<file path="src/pga_pkg.sv">
// shared types, codes and defaults for the partition gap allocator
package pga_pkg;

  localparam int NUM_SLOTS_DEF = 4;

  // command opcodes
  typedef enum logic [1:0] {
    OP_CREATE = 2'd0,
    OP_DELETE = 2'd1,
    OP_RESIZE = 2'd2,
    OP_NOP    = 2'd3
  } op_t;

  // fit policies
  typedef enum logic [1:0] {
    FIT_FIRST = 2'd0,
    FIT_BEST  = 2'd1,
    FIT_WORST = 2'd2,
    FIT_NONE  = 2'd3
  } fit_t;

  // result status codes
  localparam logic [2:0] ST_OK     = 3'd0;
  localparam logic [2:0] ST_SIZE   = 3'd1;
  localparam logic [2:0] ST_FULL   = 3'd2;
  localparam logic [2:0] ST_EXT    = 3'd3;
  localparam logic [2:0] ST_NOGAP  = 3'd4;
  localparam logic [2:0] ST_EMPTY  = 3'd5;
  localparam logic [2:0] ST_NONPOS = 3'd6;
  localparam logic [2:0] ST_NOROOM = 3'd7;

  // configuration register indexes
  localparam logic CFG_DISK_SIZE = 1'b0;
  localparam logic CFG_HEADER    = 1'b1;

  // how result fields are formed for a plain result
  typedef enum logic [2:0] {
    SEL_ZERO,
    SEL_SLOT,
    SEL_DEL,
    SEL_REGION
  } res_sel_t;

  typedef enum logic [3:0] {
    S_IDLE,
    S_DECODE,
    S_SCAN,
    S_PROC,
    S_FINAL,
    S_COMMIT,
    S_RZ_SCAN,
    S_RZ_END,
    S_EMIT
  } state_t;

  // controller to datapath commands
  typedef struct packed {
    logic       latch;
    logic       set_res;
    logic [2:0] res_st;
    res_sel_t   res_sel;
    logic       del;
    logic       rz_commit;
    logic       rz_init;
    logic       walk_init;
    logic       scan_step;
    logic       proc;
    logic       gap_last;
    logic       cr_commit;
    logic       rz_step;
    logic       rz_end;
    logic       emit;
  } ctl_cmd_t;

  // datapath to controller status
  typedef struct packed {
    op_t  op;
    logic req_zero;
    logic full;
    logic ext_conf;
    logic ts_empty;
    logic nonpos;
    logic grow;
    logic scan_last;
    logic found;
  } dp_stat_t;

endpackage

</file>
<file path="src/pga_controller.sv">
// command sequencer for the partition gap allocator
module pga_controller (
  input  logic              clk,
  input  logic              rst_n,
  input  logic              in_valid,
  output logic              in_ready,
  output logic              out_valid,
  input  logic              out_ready,
  input  pga_pkg::dp_stat_t stat,
  output pga_pkg::ctl_cmd_t cmd
);

  pga_pkg::state_t state_r, state_nxt;
  logic out_valid_r, out_valid_nxt;

  // next state
  always_comb begin
    state_nxt = state_r;
    case (state_r)
      pga_pkg::S_IDLE: begin
        if (in_valid) state_nxt = pga_pkg::S_DECODE;
      end
      pga_pkg::S_DECODE: begin
        state_nxt = pga_pkg::S_EMIT;
        case (stat.op)
          pga_pkg::OP_CREATE: begin
            if (!stat.req_zero && !stat.full && !stat.ext_conf) state_nxt = pga_pkg::S_SCAN;
          end
          pga_pkg::OP_RESIZE: begin
            if (!stat.ts_empty && !stat.nonpos && stat.grow) state_nxt = pga_pkg::S_RZ_SCAN;
          end
          default: state_nxt = pga_pkg::S_EMIT;
        endcase
      end
      pga_pkg::S_SCAN: begin
        if (stat.scan_last) state_nxt = pga_pkg::S_PROC;
      end
      pga_pkg::S_PROC: begin
        state_nxt = stat.found ? pga_pkg::S_SCAN : pga_pkg::S_FINAL;
      end
      pga_pkg::S_FINAL:   state_nxt = pga_pkg::S_COMMIT;
      pga_pkg::S_COMMIT:  state_nxt = pga_pkg::S_EMIT;
      pga_pkg::S_RZ_SCAN: begin
        if (stat.scan_last) state_nxt = pga_pkg::S_RZ_END;
      end
      pga_pkg::S_RZ_END:  state_nxt = pga_pkg::S_EMIT;
      pga_pkg::S_EMIT: begin
        if (!out_valid_r || out_ready) state_nxt = pga_pkg::S_IDLE;
      end
      default: state_nxt = pga_pkg::S_IDLE;
    endcase
  end

  // command outputs
  always_comb begin
    cmd = '0;
    cmd.res_sel = pga_pkg::SEL_ZERO;
    in_ready = 1'b0;
    case (state_r)
      pga_pkg::S_IDLE: begin
        in_ready = 1'b1;
        cmd.latch = in_valid;
      end
      pga_pkg::S_DECODE: begin
        case (stat.op)
          pga_pkg::OP_CREATE: begin
            if (stat.req_zero) begin
              cmd.set_res = 1'b1;
              cmd.res_st = pga_pkg::ST_SIZE;
            end else if (stat.full) begin
              cmd.set_res = 1'b1;
              cmd.res_st = pga_pkg::ST_FULL;
            end else if (stat.ext_conf) begin
              cmd.set_res = 1'b1;
              cmd.res_st = pga_pkg::ST_EXT;
            end else begin
              cmd.walk_init = 1'b1;
            end
          end
          pga_pkg::OP_NOP: begin
            cmd.set_res = 1'b1;
            cmd.res_st = pga_pkg::ST_OK;
          end
          default: begin
            if (stat.ts_empty) begin
              cmd.set_res = 1'b1;
              cmd.res_st = pga_pkg::ST_EMPTY;
              cmd.res_sel = pga_pkg::SEL_SLOT;
            end else if (stat.op == pga_pkg::OP_DELETE) begin
              cmd.set_res = 1'b1;
              cmd.res_st = pga_pkg::ST_OK;
              cmd.res_sel = pga_pkg::SEL_DEL;
              cmd.del = 1'b1;
            end else if (stat.nonpos) begin
              cmd.set_res = 1'b1;
              cmd.res_st = pga_pkg::ST_NONPOS;
              cmd.res_sel = pga_pkg::SEL_REGION;
            end else if (!stat.grow) begin
              cmd.rz_commit = 1'b1;
            end else begin
              cmd.rz_init = 1'b1;
            end
          end
        endcase
      end
      pga_pkg::S_SCAN:    cmd.scan_step = 1'b1;
      pga_pkg::S_PROC:    cmd.proc = 1'b1;
      pga_pkg::S_FINAL:   cmd.gap_last = 1'b1;
      pga_pkg::S_COMMIT:  cmd.cr_commit = 1'b1;
      pga_pkg::S_RZ_SCAN: cmd.rz_step = 1'b1;
      pga_pkg::S_RZ_END:  cmd.rz_end = 1'b1;
      pga_pkg::S_EMIT:    cmd.emit = !out_valid_r || out_ready;
      default:            cmd = '0;
    endcase
  end

  // output valid holds until the transfer
  always_comb begin
    if (cmd.emit) out_valid_nxt = 1'b1;
    else if (out_ready) out_valid_nxt = 1'b0;
    else out_valid_nxt = out_valid_r;
  end

  always_ff @(posedge clk) begin
    if (!rst_n) begin
      state_r <= pga_pkg::S_IDLE;
      out_valid_r <= 1'b0;
    end else begin
      state_r <= state_nxt;
      out_valid_r <= out_valid_nxt;
    end
  end

  assign out_valid = out_valid_r;

endmodule

</file>
<file path="src/pga_datapath.sv">
// region table, gap walk and resize check datapath
module pga_datapath #(
  parameter int NUM_SLOTS = pga_pkg::NUM_SLOTS_DEF
) (
  input  logic               clk,
  input  logic               rst_n,
  input  logic [1:0]         in_op,
  input  logic [30:0]        in_request_size,
  input  logic [1:0]         in_fit_mode,
  input  logic               in_make_extended,
  input  logic [1:0]         in_target_slot,
  input  logic signed [31:0] in_size_delta,
  input  logic               cfg_we,
  input  logic               cfg_index,
  input  logic [30:0]        cfg_wdata,
  input  pga_pkg::ctl_cmd_t  cmd,
  output pga_pkg::dp_stat_t  stat,
  output logic [2:0]         out_status,
  output logic [30:0]        out_region_start,
  output logic [1:0]         out_slot_used,
  output logic [30:0]        out_region_size
);

  localparam int SW = $clog2(NUM_SLOTS);
  localparam logic [SW-1:0] LAST_IDX = SW'(NUM_SLOTS - 1);

  // table and configuration
  logic [NUM_SLOTS-1:0] v_r, x_r;
  logic [30:0] st_r [NUM_SLOTS];
  logic [30:0] sz_r [NUM_SLOTS];
  logic [30:0] disk_r;
  logic [15:0] hdr_r;

  // latched command
  logic [1:0]         op_r, mode_r, ts_r;
  logic [30:0]        req_r;
  logic               mkext_r;
  logic signed [31:0] delta_r;

  // walk state
  logic [SW-1:0]        idx_r, best_idx_r;
  logic [NUM_SLOTS-1:0] vis_r;
  logic [31:0]          cur_r, best_end_r;
  logic [30:0]          best_start_r, pick_start_r, pick_len_r;
  logic                 best_found_r, pick_r;

  // resize state
  logic [30:0]        rs_r, rsz_r;
  logic signed [32:0] nsz_r;
  logic [31:0]        end_r;
  logic [32:0]        nend_r;
  logic               room_r;

  // pending result
  logic [2:0]  res_st_r;
  logic [30:0] res_start_r, res_size_r;
  logic [1:0]  res_slot_r;

  logic               rd_v;
  logic [30:0]        rd_start, rd_size;
  logic [SW-1:0]      ts_idx, free_idx, idx_inc;
  logic               ts_oob, cand;
  logic signed [32:0] nsz_c;
  logic [31:0]        end_c, s_ext, cur_max;
  logic [32:0]        nend_c;
  logic               gap_ok, last_ok, take_mid, take_last, hit;
  logic [30:0]        gap_len, last_len;

  // gap acceptance under the fit policy
  function automatic logic fit_take(input logic [30:0] len, input logic [30:0] need,
                                    input logic picked, input logic [30:0] plen,
                                    input logic [1:0] mode);
    logic t;
    t = 1'b0;
    if (len >= need) begin
      case (mode)
        pga_pkg::FIT_FIRST: t = !picked;
        pga_pkg::FIT_BEST:  t = !picked || (len < plen);
        pga_pkg::FIT_WORST: t = !picked || (len > plen);
        default:            t = 1'b0;
      endcase
    end
    return t;
  endfunction

  // single read port of the table
  always_comb begin
    rd_v = v_r[idx_r];
    rd_start = st_r[idx_r];
    rd_size = sz_r[idx_r];
  end

  // lowest free slot
  always_comb begin
    free_idx = '0;
    for (int i = NUM_SLOTS - 1; i >= 0; i--) begin
      if (!v_r[i]) free_idx = SW'(i);
    end
  end

  // arithmetic and compares
  always_comb begin
    ts_idx = SW'(ts_r);
    ts_oob = 32'(ts_r) >= NUM_SLOTS;
    idx_inc = (idx_r == LAST_IDX) ? '0 : idx_r + 1'b1;
    nsz_c = $signed({delta_r[31], delta_r}) + $signed({2'b00, rd_size});
    end_c = {1'b0, rd_start} + {1'b0, rd_size};
    nend_c = {1'b0, end_c} + {1'b0, delta_r};
    cand = rd_v && !vis_r[idx_r] && (!best_found_r || rd_start < best_start_r);
    s_ext = {1'b0, best_start_r};
    gap_ok = s_ext > cur_r;
    gap_len = 31'(s_ext - cur_r);
    take_mid = gap_ok && fit_take(gap_len, req_r, pick_r, pick_len_r, mode_r);
    cur_max = (best_end_r > cur_r) ? best_end_r : cur_r;
    last_ok = cur_r < {1'b0, disk_r};
    last_len = 31'({1'b0, disk_r} - cur_r);
    take_last = last_ok && fit_take(last_len, req_r, pick_r, pick_len_r, mode_r);
    hit = (idx_r != ts_idx) && rd_v && ({1'b0, rd_start} >= end_r)
          && ({2'b00, rd_start} < nend_r);
  end

  // status to the controller
  always_comb begin
    stat.op = pga_pkg::op_t'(op_r);
    stat.req_zero = req_r == '0;
    stat.full = &v_r;
    stat.ext_conf = mkext_r && |(v_r & x_r);
    stat.ts_empty = ts_oob || !rd_v;
    stat.nonpos = nsz_c[32] || (nsz_c == '0);
    stat.grow = !delta_r[31] && (delta_r != '0);
    stat.scan_last = idx_r == LAST_IDX;
    stat.found = best_found_r;
  end

  // control registers: valid and extended marks, configuration
  always_ff @(posedge clk) begin
    if (!rst_n) begin
      v_r <= '0;
      x_r <= '0;
      disk_r <= '0;
      hdr_r <= 16'd512;
    end else begin
      if (cfg_we) begin
        if (cfg_index == pga_pkg::CFG_DISK_SIZE) disk_r <= cfg_wdata;
        else hdr_r <= cfg_wdata[15:0];
      end
      if (cmd.del) begin
        v_r[ts_idx] <= 1'b0;
        x_r[ts_idx] <= 1'b0;
      end
      if (cmd.cr_commit && pick_r) begin
        v_r[free_idx] <= 1'b1;
        x_r[free_idx] <= mkext_r;
      end
    end
  end

  // payload and working registers
  always_ff @(posedge clk) begin
    if (cmd.latch) begin
      op_r <= in_op;
      req_r <= in_request_size;
      mode_r <= in_fit_mode;
      mkext_r <= in_make_extended;
      ts_r <= in_target_slot;
      delta_r <= in_size_delta;
      idx_r <= SW'(in_target_slot);
    end
    // plain results
    if (cmd.set_res) begin
      res_st_r <= cmd.res_st;
      case (cmd.res_sel)
        pga_pkg::SEL_SLOT: begin
          res_start_r <= '0;
          res_slot_r <= ts_r;
          res_size_r <= '0;
        end
        pga_pkg::SEL_DEL: begin
          res_start_r <= rd_start;
          res_slot_r <= ts_r;
          res_size_r <= '0;
        end
        pga_pkg::SEL_REGION: begin
          res_start_r <= rd_start;
          res_slot_r <= ts_r;
          res_size_r <= rd_size;
        end
        default: begin
          res_start_r <= '0;
          res_slot_r <= '0;
          res_size_r <= '0;
        end
      endcase
    end
    // shrink or zero change commits at once
    if (cmd.rz_commit) begin
      sz_r[ts_idx] <= nsz_c[30:0];
      res_st_r <= pga_pkg::ST_OK;
      res_start_r <= rd_start;
      res_slot_r <= ts_r;
      res_size_r <= nsz_c[30:0];
    end
    // gap walk setup
    if (cmd.walk_init) begin
      cur_r <= {16'd0, hdr_r};
      vis_r <= '0;
      best_found_r <= 1'b0;
      pick_r <= 1'b0;
      idx_r <= '0;
    end
    // lowest unvisited region by start, ties by slot
    if (cmd.scan_step) begin
      if (cand) begin
        best_found_r <= 1'b1;
        best_idx_r <= idx_r;
        best_start_r <= rd_start;
        best_end_r <= end_c;
      end
      idx_r <= idx_inc;
    end
    // gap below the chosen region, then advance cursor
    if (cmd.proc && best_found_r) begin
      if (take_mid) begin
        pick_r <= 1'b1;
        pick_start_r <= cur_r[30:0];
        pick_len_r <= gap_len;
      end
      cur_r <= cur_max;
      vis_r[best_idx_r] <= 1'b1;
      best_found_r <= 1'b0;
    end
    // gap up to the disk end
    if (cmd.gap_last && take_last) begin
      pick_r <= 1'b1;
      pick_start_r <= cur_r[30:0];
      pick_len_r <= last_len;
    end
    if (cmd.cr_commit) begin
      if (pick_r) begin
        st_r[free_idx] <= pick_start_r;
        sz_r[free_idx] <= req_r;
        res_st_r <= pga_pkg::ST_OK;
        res_start_r <= pick_start_r;
        res_slot_r <= 2'(free_idx);
        res_size_r <= req_r;
      end else begin
        res_st_r <= pga_pkg::ST_NOGAP;
        res_start_r <= '0;
        res_slot_r <= '0;
        res_size_r <= '0;
      end
    end
    // grow check setup
    if (cmd.rz_init) begin
      rs_r <= rd_start;
      rsz_r <= rd_size;
      nsz_r <= nsz_c;
      end_r <= end_c;
      nend_r <= nend_c;
      room_r <= 1'b1;
      idx_r <= '0;
    end
    if (cmd.rz_step) begin
      if (hit) room_r <= 1'b0;
      idx_r <= idx_inc;
    end
    if (cmd.rz_end) begin
      res_start_r <= rs_r;
      res_slot_r <= ts_r;
      if (room_r && (nend_r <= {2'b00, disk_r})) begin
        sz_r[ts_idx] <= nsz_r[30:0];
        res_st_r <= pga_pkg::ST_OK;
        res_size_r <= nsz_r[30:0];
      end else begin
        res_st_r <= pga_pkg::ST_NOROOM;
        res_size_r <= rsz_r;
      end
    end
    // output register
    if (cmd.emit) begin
      out_status <= res_st_r;
      out_region_start <= res_start_r;
      out_slot_used <= res_slot_r;
      out_region_size <= res_size_r;
    end
  end

endmodule

</file>
<file path="src/partition_gap_allocator_core.sv">
// top level of the partition gap allocator, one command at a time, in_ready high only when idle
// a create walks the table in one scan pass per valid region plus a final pass, a resize with
//   growth scans every slot once, and other commands go from decode straight to the emit step
// a result not yet taken holds the next command in its emit step until out_ready
// synchronous active-low reset empties all slots, disk size 0, header 512
module partition_gap_allocator_core #(
  parameter int NUM_SLOTS = pga_pkg::NUM_SLOTS_DEF
) (
  input  logic               clk,
  input  logic               rst_n,
  input  logic               in_valid,
  output logic               in_ready,
  input  logic [1:0]         in_op,
  input  logic [30:0]        in_request_size,
  input  logic [1:0]         in_fit_mode,
  input  logic               in_make_extended,
  input  logic [1:0]         in_target_slot,
  input  logic signed [31:0] in_size_delta,
  output logic               out_valid,
  input  logic               out_ready,
  output logic [2:0]         out_status,
  output logic [30:0]        out_region_start,
  output logic [1:0]         out_slot_used,
  output logic [30:0]        out_region_size,
  input  logic               cfg_we,
  input  logic               cfg_index,
  input  logic [30:0]        cfg_wdata
);

  pga_pkg::ctl_cmd_t cmd;
  pga_pkg::dp_stat_t stat;

  pga_controller u_ctl (
    .clk       (clk),
    .rst_n     (rst_n),
    .in_valid  (in_valid),
    .in_ready  (in_ready),
    .out_valid (out_valid),
    .out_ready (out_ready),
    .stat      (stat),
    .cmd       (cmd)
  );

  pga_datapath #(.NUM_SLOTS(NUM_SLOTS)) u_dp (
    .clk              (clk),
    .rst_n            (rst_n),
    .in_op            (in_op),
    .in_request_size  (in_request_size),
    .in_fit_mode      (in_fit_mode),
    .in_make_extended (in_make_extended),
    .in_target_slot   (in_target_slot),
    .in_size_delta    (in_size_delta),
    .cfg_we           (cfg_we),
    .cfg_index        (cfg_index),
    .cfg_wdata        (cfg_wdata),
    .cmd              (cmd),
    .stat             (stat),
    .out_status       (out_status),
    .out_region_start (out_region_start),
    .out_slot_used    (out_slot_used),
    .out_region_size  (out_region_size)
  );

`ifndef SYNTHESIS
  // one command in flight: no transfer right after a transfer
  a_one_at_a_time: assert property (@(posedge clk) disable iff (!rst_n)
    in_valid && in_ready |=> !in_ready)
    else $error("input taken while a command is in flight");

  // refused creates carry all-zero fields
  a_refused_zero: assert property (@(posedge clk) disable iff (!rst_n)
    out_valid && (out_status == pga_pkg::ST_SIZE || out_status == pga_pkg::ST_FULL ||
                  out_status == pga_pkg::ST_EXT || out_status == pga_pkg::ST_NOGAP)
    |-> out_region_start == '0 && out_slot_used == '0 && out_region_size == '0)
    else $error("refused create with nonzero fields");

  // empty slot answers carry no region
  a_empty_zero: assert property (@(posedge clk) disable iff (!rst_n)
    out_valid && out_status == pga_pkg::ST_EMPTY
    |-> out_region_start == '0 && out_region_size == '0)
    else $error("empty slot result with region fields");
`endif

endmodule

</file>
<file path="config.mk">
export PLATFORM = sky130hd
export DESIGN_NAME = partition_gap_allocator_core
export DESIGN_NICKNAME = d
export VERILOG_FILES = /design/src/pga_pkg.sv /design/src/pga_controller.sv /design/src/pga_datapath.sv /design/src/partition_gap_allocator_core.sv
export SDC_FILE = /design/constraint.sdc
export NUM_CORES = 2
export LEC_CHECK = 0
export BUFFER_PORTS_ARGS = -buffer_cell sky130_fd_sc_hd__buf_2
export CAP_MARGIN = 20
export CORE_MARGIN = 2
export CORE_UTILIZATION = 63
export CTS_CLUSTER_SIZE = 40
export DETAILED_ROUTE_END_ITERATION = 10
export GPL_ROUTABILITY_DRIVEN = 0
export GPL_TIMING_DRIVEN = 0
export PLACE_DENSITY_LB_ADDON = 0.1
export SYNTH_ARGS = -nofsm -noshare
export SYNTH_HDL_FRONTEND = slang
export SYNTH_SLANG_ARGS = --single-unit
</file>
<file path="constraint.sdc">
create_clock -name clk -period 11.5 [get_ports clk]
set_input_delay 1.725 -clock clk [delete_from_list [all_inputs] [get_ports clk]]
set_output_delay 1.725 -clock clk [all_outputs]
set_load 0.01 [all_outputs]
</file>
==> results by group <==
Synth
  • Top FF cell, synth: edfxtp_1
  • Ys Warns: 0
  • Post-synthesis async set-or-reset flop share: 0
  • Mapped Area: 0.0457 mm2
  • Register area share after synthesis: 0.537
  • Synthesized flop and latch total: 840
  • Avg Cell Area, Syn: 12.3 um2
  • Gate Count Post-Synth: 3,705
  • Post-synth EDFFs: 771
  • Post-synth net total: 4,289
  • Unique masters post-synth: 78

Worst setup path
  • CP arrival: 9.44 ns
  • R2r worst-path depth: 24
  • Startpoint types: flop
  • Worst Setup End Kind: flop
  • Worst-path maximum fanout: 10
  • Critical path type: flop to flop
  • Critical Path RT: 11.91 ns

Clock tree
  • Hold_buf cts: 0
  • CTS clock-pin slew for the worst setup and hold paths: 0.06 ns
  • Root buf cell: clkbuf_16
  • Clk Latency, worst-skew pair: 0.66 ns
  • Total CTS buffers: 88
  • Clk buf depth: 3
  • Clock sink count: 840
  • H-tree levels: 3
  • Post-cts resize count: 0
  • Setup bufs post-CTS: 0
  • CTS tree: yes

Pwr
  • Final Total Pwr: 9.18 mW
  • Sequential power share: 0.407
  • Clk pwr share: 0.313
  • Worst vdd ir: 0.170 mV
  • Leak: 20.7 nW
  • Net Switching: 2.95 mW
  • Internal power: 6.23 mW
  • Pwr/cell area: 179 mW/mm2
  • Sw Share: 0.321
  • Gate power share: 0.280

Floorplan
  • Die H: 273 um
  • I/O pin total: 176
  • Die W: 273 um
  • Initial Util: 0.638
  • Core ar.: 0.0716 mm2
  • Num rows: 98
  • Die area: 0.0747 mm2

GRT
  • Largest net degree at the start of global routing: 85
  • GR Overflow Total: 0
  • Vias in the first global route: 31,000
  • Initial antenna violation count: 6
  • GRT Total Usage: 0.358
  • First-pass GRT wire length: 196 mm

Detailed routing
  • DRC Markers: 0
  • Final ANT Viol Nets: 0
  • TritonRoute pass-1 iters: 7
  • Drt via density: 6.51
  • DR iter-0 viols: 3,897
  • DRT Wirelength: 134 mm
  • DR vias: 32,700
  • Wire length per cell: 26.6 um

Min path
  • Hold Crit Class: flop to flop
  • Worst Hold Path Cells: 0

Finish
  • P&R area growth vs syn: 12.2%
  • Util after Layout: 0.716
  • Fillcell total: 5,044
  • Final nets: 4,587
  • Most frequent cells in the layout: 771 x edfxtp_1, 472 x ha_1, 274 x nand2_1
  • Most common cell after layout, fill and taps aside: edfxtp_1
  • Non-Filler Instances: 5,028
  • Layout cells sized above 1: 0.119

STA
  • Clock skew: 0.0245 ns
  • Max Fclk: 0.111 GHz
  • Pins Over Slew Limit: 0
  • Max_slew headroom: 0.136
  • Final setup vio count: 0
  • RSZ-0062 raised after global routing: false
  • Total Neg Setup Slack: 0 ns
  • Fin crit share: 0.785
  • Tmin final: 9.03 ns
  • Hold_ws: 0.404 ns
  • Fin. Hold Viols: 0
  • Worst-margin pin slew: 1.30 ns

Outcome
  • Status: finished clean

Place
  • Port-buffer cells: 175
  • Detail Placement HPWL: 102 mm
  • Dpl cells: 4,862

Run
  • Max Cap Viol: 0
routing by layer:
metal  track usage  up-vias  wire length, um
met3        0.0667      360            13200
met1         0.494    15800            53200
met2         0.540     1857            59200
li1              -    14700                -
met4         0.196        0             8250
met5             0        -                0
power groups by stage:
stage	Combinational, mW	Clock [mW]	Sequential, mW
global placement	2.40	0	3.81
finish	2.57	2.87	3.74
detailed placement	2.47	0	3.80
CTS	2.50	2.89	3.73
global route	2.77	3.01	3.74
floorplan	1.74	0	3.76
sequential cells by signal, indices dropped and copies added, names as in the netlist, 32 cells and up, named ones only:
signal           cells
u_dp.cur_r          32
u_dp.nend_r         33
u_dp.end_r          32
u_dp.st_r          124
u_dp.sz_r          124
u_dp.delta_r        32
u_dp.best_end_r     32
worst max-delay path, cell delays in order (launching register included):
cell and delay, ns:
dfxtp_1 0.30, clkbuf_2 0.63, clkbuf_1 0.92, mux4_2 0.51, ha_1 0.28, fa_1 0.40, a21o_1 0.21, a2111o_1 0.40
o31ai_1 0.44, o21ai_0 0.33, a221o_1 0.46, a41o_1 0.30, o311ai_0 0.75, a21oi_1 0.25, o21a_1 0.24, nor2_1 0.12
xnor2_1 0.24, ha_1 0.36, or2_2 0.29, a21oi_1 0.15, a31oi_1 0.10, and4_1 0.24, a2111o_1 0.43, o31ai_1 0.31
xnor2_1 0.10
metrics by stage:
| step | setup slack, ns | area (um2) |
|---|---|---|
| after floorplan | 1.93 | 45700 |
| after global placement | -3.08 | 47700 |
| after detailed placement | 2.76 | 48300 |
| after CTS | 2.70 | 51200 |
| after global routing | 2.06 | 51200 |
| final | 2.47 | 51200 |
cells by family (layout without fill, tap and decap cells):
kind of cell             count (synthesis)  count (layout)  share of synthesized area
multiplexers                           158             158                     0.0525
other                                    0               4                          0
adder cells (fa/ha/maj)                477             477                      0.132
XOR/XNOR                               122             122                     0.0234
AND/OR/NAND/NOR                        838             838                     0.0915
buffers and inverters                  366             735                     0.0307
flip-flops                             840             840                      0.537
AO/OA/AOI/OAI                          904             904                      0.133
final timing paths:
check                          startpoint                              end  slack [ns]
min reg2reg  u_dp.res_slot_r[1]$_DFFE_PP_  u_dp.out_slot_used[1]$_DFFE_PP_        0.40
max reg2reg                          flop        u_dp.nend_r[31]$_DFFE_PP_        2.47
min          u_dp.res_slot_r[1]$_DFFE_PP_  u_dp.out_slot_used[1]$_DFFE_PP_        0.40
max                                  flop        u_dp.nend_r[31]$_DFFE_PP_        2.47
synthesized netlist by cell type (7+ instances only):
master,count,area (um2)
mux4_2,62,1400
o21ai_0,185,926
ha_1,472,5910
mux2_2,32,360
a21oi_1,194,971
a21boi_0,54,405
a41oi_1,8,70.1
nor4_1,25,156
nand4_1,82,513
a31oi_1,14,87.6
edfxtp_1,771,23200
nand2b_1,38,238
clkbuf_1,78,293
o21bai_1,22,165
nand2_1,274,1030
o31ai_1,11,82.6
or2_2,8,50.1
and2_1,30,188
o21a_1,53,398
inv_1,270,1010
a2111oi_0,16,140
xor2_1,40,350
nand4b_1,7,61.3
mux2i_1,64,641
xnor2_1,82,718
buf_1,9,33.8
and3_1,29,181
dfxtp_1,69,1380
nor3_1,48,240
nand3_1,53,265
or3_1,13,81.3
a221o_1,36,360
nor2_1,136,510
a21o_1,164,1230
o211ai_1,18,135
nor2b_1,68,425
a22o_1,33,289
a211oi_1,27,203
final cells by class:
type	instances	area, um2	share of cell area
Sequential cell	840	24500	0.479
Multi-Input combinational cell	2499	19800	0.386
Clock buffer	105	2290	0.0446
Timing Repair Buffer	208	1410	0.0275
Tap cell	950	1190	0.0232
Inverter	270	1020	0.0200
Clock inverter	56	599	0.0117
Buffer	96	392	0.00764
Antenna cell	4	10.0	0.000195
(Power assumes the default switching activity.)
